## src/sv/jdqt_pkg.sv

```systemverilog
// ----------------------------------------------------------------------------
// JPEG DQT parser package
// Byte codes and limits shared by the quantization table parser.
// ----------------------------------------------------------------------------
package jdqt_pkg;

  localparam logic [7:0] MarkerPrefix = 8'hFF;
  localparam logic [7:0] MarkerDqt    = 8'hDB;
  localparam logic [5:0] EntryLast    = 6'd63;
  localparam logic [7:0] CountMax     = 8'd255;
  localparam logic [15:0] LenHeader   = 16'd2;

  // Parser phase codes.
  localparam logic [2:0] PhScan   = 3'd0;
  localparam logic [2:0] PhMarker = 3'd1;
  localparam logic [2:0] PhLenHi  = 3'd2;
  localparam logic [2:0] PhLenLo  = 3'd3;
  localparam logic [2:0] PhInfo   = 3'd4;
  localparam logic [2:0] PhEntryA = 3'd5;
  localparam logic [2:0] PhEntryB = 3'd6;

endpackage

```

## src/sv/jpeg_dqt_segment_parser_unit.sv

```systemverilog
// ----------------------------------------------------------------------------
// JPEG DQT segment parser unit
// An accepted byte is held in the input register, and its entry result is then
// registered in the result register.
// Throughput: one byte per cycle while out_stall_i does not hold the result register.
// Reset: rst_ni clears the parser to scanning for 0xFF, with all counters
// and both pipeline registers empty.
// ----------------------------------------------------------------------------
module jpeg_dqt_segment_parser_unit (
  input  logic        clk_i,
  input  logic        rst_ni,
  input  logic        in_valid_i,
  output logic        in_stall_o,
  input  logic [7:0]  data_byte_i,
  output logic        out_valid_o,
  input  logic        out_stall_i,
  output logic [3:0]  table_id_o,
  output logic [3:0]  precision_o,
  output logic [5:0]  entry_index_o,
  output logic [15:0] entry_value_o,
  output logic        last_of_table_o,
  output logic [7:0]  tables_seen_o
);

  // Input register. A byte waits here until the result register can take
  // whatever it produces; the parser state only moves when it is consumed.
  logic       in_valid_q;
  logic [7:0] in_byte_q;

  // Parser state.
  logic [2:0]  phase_q, phase_d;
  logic [15:0] remain_q, remain_d;
  logic [3:0]  cur_prec_q, cur_prec_d;
  logic [3:0]  cur_id_q, cur_id_d;
  logic [5:0]  cur_index_q, cur_index_d;
  logic [7:0]  high_byte_q, high_byte_d;
  logic [7:0]  count_q, count_d;

  // Result register.
  logic        out_valid_q, out_valid_d;
  logic [3:0]  res_id_q, res_id_d;
  logic [3:0]  res_prec_q, res_prec_d;
  logic [5:0]  res_index_q, res_index_d;
  logic [15:0] res_value_q, res_value_d;
  logic        res_last_q, res_last_d;
  logic [7:0]  res_count_q, res_count_d;

  logic        out_free;
  logic        advance;
  logic        emit;
  logic [15:0] entry_value;
  logic [15:0] remain_dec;
  logic [15:0] seg_len;
  logic        is_last;
  logic [7:0]  count_inc;

  // The result register is free when empty or being taken this cycle.
  assign out_free   = !out_valid_q || !out_stall_i;
  assign advance    = in_valid_q && out_free;
  assign in_stall_o = in_valid_q && !out_free;

  // Every table byte uses up one byte of segment length, floored at zero.
  assign remain_dec = (remain_q != 16'd0) ? (remain_q - 16'd1) : 16'd0;
  assign seg_len    = {high_byte_q, in_byte_q};
  assign is_last    = (cur_index_q == jdqt_pkg::EntryLast);
  assign count_inc  = (count_q != jdqt_pkg::CountMax) ? (count_q + 8'd1) : count_q;

  always_comb begin
    phase_d     = phase_q;
    remain_d    = remain_q;
    cur_prec_d  = cur_prec_q;
    cur_id_d    = cur_id_q;
    cur_index_d = cur_index_q;
    high_byte_d = high_byte_q;
    count_d     = count_q;
    emit        = 1'b0;
    entry_value = {8'd0, in_byte_q};

    unique case (phase_q)
      jdqt_pkg::PhMarker: begin
        phase_d = (in_byte_q == jdqt_pkg::MarkerDqt) ? jdqt_pkg::PhLenHi
                                                     : jdqt_pkg::PhScan;
      end
      jdqt_pkg::PhLenHi: begin
        high_byte_d = in_byte_q;
        phase_d     = jdqt_pkg::PhLenLo;
      end
      jdqt_pkg::PhLenLo: begin
        // A length of at most the two header bytes leaves nothing to parse.
        if (seg_len > jdqt_pkg::LenHeader) begin
          remain_d = seg_len - jdqt_pkg::LenHeader;
          phase_d  = jdqt_pkg::PhInfo;
        end else begin
          remain_d = 16'd0;
          phase_d  = jdqt_pkg::PhScan;
        end
      end
      jdqt_pkg::PhInfo: begin
        cur_prec_d  = in_byte_q[7:4];
        cur_id_d    = in_byte_q[3:0];
        cur_index_d = 6'd0;
        remain_d    = remain_dec;
        phase_d     = jdqt_pkg::PhEntryA;
      end
      jdqt_pkg::PhEntryA: begin
        remain_d = remain_dec;
        if (cur_prec_q == 4'd0) begin
          emit = 1'b1;
        end else begin
          high_byte_d = in_byte_q;
          phase_d     = jdqt_pkg::PhEntryB;
        end
      end
      jdqt_pkg::PhEntryB: begin
        remain_d    = remain_dec;
        emit        = 1'b1;
        entry_value = {high_byte_q, in_byte_q};
      end
      default: begin
        phase_d = (in_byte_q == jdqt_pkg::MarkerPrefix) ? jdqt_pkg::PhMarker
                                                        : jdqt_pkg::PhScan;
      end
    endcase

    // Finishing an entry steps the index, and after entry 63 either starts
    // another table or drops back to scanning once the length is used up.
    if (emit) begin
      if (is_last) begin
        count_d     = count_inc;
        cur_index_d = 6'd0;
        phase_d     = (remain_dec != 16'd0) ? jdqt_pkg::PhInfo : jdqt_pkg::PhScan;
      end else begin
        cur_index_d = cur_index_q + 6'd1;
        phase_d     = jdqt_pkg::PhEntryA;
      end
    end
  end

  always_comb begin
    out_valid_d = out_valid_q;
    res_id_d    = res_id_q;
    res_prec_d  = res_prec_q;
    res_index_d = res_index_q;
    res_value_d = res_value_q;
    res_last_d  = res_last_q;
    res_count_d = res_count_q;
    if (advance) begin
      out_valid_d = emit;
      res_id_d    = cur_id_q;
      res_prec_d  = cur_prec_q;
      res_index_d = cur_index_q;
      res_value_d = entry_value;
      res_last_d  = is_last;
      res_count_d = is_last ? count_inc : count_q;
    end else if (out_free) begin
      out_valid_d = 1'b0;
    end
  end

  always_ff @(posedge clk_i or negedge rst_ni) begin
    if (!rst_ni) begin
      in_valid_q  <= 1'b0;
      out_valid_q <= 1'b0;
      phase_q     <= jdqt_pkg::PhScan;
      remain_q    <= 16'd0;
      cur_prec_q  <= 4'd0;
      cur_id_q    <= 4'd0;
      cur_index_q <= 6'd0;
      high_byte_q <= 8'd0;
      count_q     <= 8'd0;
    end else begin
      if (!in_stall_o) begin
        in_valid_q <= in_valid_i;
      end
      out_valid_q <= out_valid_d;
      if (advance) begin
        phase_q     <= phase_d;
        remain_q    <= remain_d;
        cur_prec_q  <= cur_prec_d;
        cur_id_q    <= cur_id_d;
        cur_index_q <= cur_index_d;
        high_byte_q <= high_byte_d;
        count_q     <= count_d;
      end
    end
  end

  // Payload registers carry no reset.
  always_ff @(posedge clk_i) begin
    if (!in_stall_o && in_valid_i) begin
      in_byte_q <= data_byte_i;
    end
    res_id_q    <= res_id_d;
    res_prec_q  <= res_prec_d;
    res_index_q <= res_index_d;
    res_value_q <= res_value_d;
    res_last_q  <= res_last_d;
    res_count_q <= res_count_d;
  end

  assign out_valid_o     = out_valid_q;
  assign table_id_o      = res_id_q;
  assign precision_o     = res_prec_q;
  assign entry_index_o   = res_index_q;
  assign entry_value_o   = res_value_q;
  assign last_of_table_o = res_last_q;
  assign tables_seen_o   = res_count_q;

endmodule
```

## config.mk

```make
export PLATFORM = sky130hd
export DESIGN_NAME = jpeg_dqt_segment_parser_unit
export DESIGN_NICKNAME = d
export VERILOG_FILES = /design/src/sv/jdqt_pkg.sv /design/src/sv/jpeg_dqt_segment_parser_unit.sv
export SDC_FILE = /design/constraint.sdc
export NUM_CORES = 1
export LEC_CHECK = 0
export BUFFER_PORTS_ARGS = -buffer_cell sky130_fd_sc_hd__clkbuf_2
export CAP_MARGIN = 20
export CORE_ASPECT_RATIO = 1.1
export CORE_MARGIN = 1
export CORE_UTILIZATION = 53
export DETAILED_ROUTE_END_ITERATION = 10
export GPL_TIMING_DRIVEN = 1
export PLACE_DENSITY_LB_ADDON = 0.2
export SYNTH_ARGS = -nofsm -noshare
export SYNTH_HDL_FRONTEND = slang
export SYNTH_SLANG_ARGS = --single-unit
```

## constraint.sdc

```tcl
create_clock -name clk_i -period 2.4 [get_ports clk_i]
set_input_delay 0.12 -clock clk_i [delete_from_list [all_inputs] [get_ports clk_i]]
set_output_delay 0.12 -clock clk_i [all_outputs]
set_load 0.02 [all_outputs]
```

==> impl_metrics.ini <==
[status]
status = finished clean

[route]
final_antenna_net_count = 0
num_vias = 3582
wirelength_mm = 10.01
wl_per_cell_microns = 16.54
avgViaCountPerCell = 5.921
first_iter_violations = 227
drc = 0
firstDrtPassIters = 4

[synth]
ys_ff_latch = 98
synth-async-reset-ratio_pct = 52.04
synth_cell_type_count = 58
syn_avg_cell_area_sq_um = 11.51
netlist.area_leader.share_pct = 30.51
synth_edf_count = 47
netlist_area_sq_um = 4626
yosys-top-cells-area = edfxtp_1 31%, dfrtp_1 28%, mux2_2 3.7%, xnor2_1 2.5%, nand2_1 2.4%
synthesis.nets = 418
ys_warn_count = 0
synth-main-ff-cell = dfrtp_1
synth_seq_area_share_pct = 58.10
netlist_instances = 402
synth_top_area_cell = edfxtp_1

[clock_network]
clockBufferDepth = 2
clockRootBuffer = clkbuf_8
clkTransAtPathRegs_ps = 100
cts_tree = built
htreeDepth = 3
cts_setup_buffers = 0
cts_buffers = 9
clock-sinks = 98
insertion_delay_ps = 370

[floorplan]
rows = 35
dieArea_sq_um = 9106
initial_core_util_pct = 55.01
core_area_sq_um = 8408
fp.dieW_microns = 91.08
io_pins = 53
die_h_microns = 99.98

[grt]
grt_use_total_pct = 23.56
grt_max_degree = 52
grt_pass1_wl_mm = 16.81
grt_antenna_before_repair = 0
gr-total-overflow = 0
grt_pass1_vias = 3497

[setup_path]
critical_path_class = register to register
cp-start-kind = register
arrival_ps = 2560
required_ps = 2660
endpoint_kind = register
cp_max_fo = 6

[place]
dpl_cell_area_sq_um = 5181
gp_congestion = 0.9155
numPortBuffers = 52
hpwlAfterDp_mm = 7.011
post-place-ws_ps = 149.4

[cells_and_area]
fillers = 670
final_area_sq_um = 5540
final_cell_mix = 52 x clkbuf_2, 51 x dfrtp_1, 47 x edfxtp_1
diodes = 0
multiInputGateArea_sq_um = 1851
area_delta_synth_final_pct = 19.77
seq_area_sq_um = 2688
drive_above_1_share_pct = 24.70
nets = 505
final_common_cell = clkbuf_2

[timing]
rsz0062_at_grt = true
worst_pin_slew_ps = 758.3
final_max_slew_viol_count = 0
worst_hold_slack_ps = 403.8
setup_viol = 0
fmax_ghz = 0.4332
finalCritPeriodShare_pct = 96.19
hold_violations = 0
layout_setup_ws_ps = 91.53
relSlewSlack_pct = 49.11
min_period_ps = 2308
finalSetupTns_ps = 0
clock_skew_ps = 8.797

[worst_hold_path]
hp-class = input pin to async pin

[power_and_ir_drop]
leakagePower_nw = 2.298
p_per_area_nw_per_um2 = 1115
irDropWorstVdd_v = 0.0006911

[flow_run]
cap_violations = 0
==> timing repair <==
| item | CTS | global route |
|---|---|---|
| gates resized for setup | 0 | 5 |
| hold buffers | 11 | 0 |
| endpoints found under the hold margin | 61 | 0 |
| endpoints found under the setup margin | 0 | 5 |
==> cell type report <==
type,instances,share of cell area (%)
multi-input cells,274,33.40
repair buffers,92,10.61
well taps,111,2.507
inverters,14,0.9485
clock buffers,9,2.236
flip-flops and latches,98,48.51
clock inverters,7,1.784
==> flip-flops by register name, indices dropped and copies added (netlist names) <==
name,flops
precision_o,4
phase_q,3
cur_index_q,6
high_byte_q,8
entry_value_o,16
in_byte_q,8
table_id_o,4
in_valid_q,1
cur_id_q,4
tables_seen_o,8
cur_prec_q,4
last_of_table_o,1
remain_q,16
out_valid_o,1
entry_index_o,6
count_q,8
==> synthesized netlist by cell type (4+ instances only) <==
library cell  number
o2bb2ai_1          4
o31ai_1            4
xor2_1             7
ha_1               4
nor4_1            16
inv_1             13
edfxtp_1          47
nand2_1           30
o21ai_0           19
nor3b_1            4
clkbuf_1          15
or4_1              6
a22o_1             4
a21oi_1           13
nand3_1           13
xnor2_1           13
nand4_1            6
dfrtp_1           51
nor3_1            17
o21ai_1            6
and3_1            11
mux2_2            15
nor2_1            22
mux2_1             4
==> worst max-delay path, stage by stage (launching register included) <==
cell,delay (ps)
edfxtp_1,390
buf_4,170
inv_1,70
ha_1,200
or4b_1,590
nor4_2,270
xnor2_1,170
nor3_1,70
a221o_1,260
==> metal layers <==
layer,track usage [%],part of all wire [%]
met2,38.40,49
met5,0,0
met4,10.62,2.0
met1,31.46,44
met3,3.788,4.4
==> path summary, 6_finish.rpt <==
| kind | to | slack (ps) | from | depth (start not counted) |
|---|---|---|---|---|
| min in group clk_i | table_id_o[3]$_DFFE_PP_ | 450 | cur_id_q[3]$_DFFE_PN0P_ | 0 |
| max reg2reg | remain_q[13]$_DFFE_PN0P_ | 90 | in_byte_q[2]$_DFFE_PP_ | 8 |
| min | cur_index_q[2]$_DFFE_PN0P_ | 400 | rst_ni | 3 |
| max in group asynchronous | remain_q[11]$_DFFE_PN0P_ | 1550 | rst_ni | 3 |
| min reg2reg | table_id_o[3]$_DFFE_PP_ | 450 | cur_id_q[3]$_DFFE_PN0P_ | 0 |
| max | remain_q[13]$_DFFE_PN0P_ | 90 | in_byte_q[2]$_DFFE_PP_ | 8 |
==> metrics by stage <==
| step | util [%] | total power (W) | instances |
|---|---|---|---|
| after floorplan | - | 0.004210 | 402 |
| after global placement | 61.62 | 0.004943 | 578 |
| after detailed placement | 61.62 | 0.005008 | 578 |
| after CTS | 65.58 | 0.006169 | 605 |
| after global routing | 65.89 | 0.006554 | 605 |
| final | 65.89 | 0.006179 | 605 |
==> cell families (layout without fill, tap and decap cells) <==
kind of cell / Yosys count / after routing / share of synthesized area, %
muxes: 22 / 22 / 5.274
buffers and inverters: 30 / 122 / 2.461
xor gates and xnor gates: 20 / 20 / 3.787
adders and majority gates: 4 / 4 / 1.082
and+or+nand+nor: 142 / 142 / 16.15
AOI/OAI and AO/OA: 86 / 86 / 13.15
DFF: 98 / 98 / 58.10
==> report_power, final <==
group	switching (W)	total [W]	leakage (nW)	internal [W]
Combinational	0.00132	0.00227	1.08	0.000951
Sequential	0.000470	0.00276	1.11	0.00229
Clock	0.000638	0.00115	0.107	0.000512
Total	0.00242	0.00618	2.30	0.00376
No activity file was read; power rests on OpenSTA's default activity.
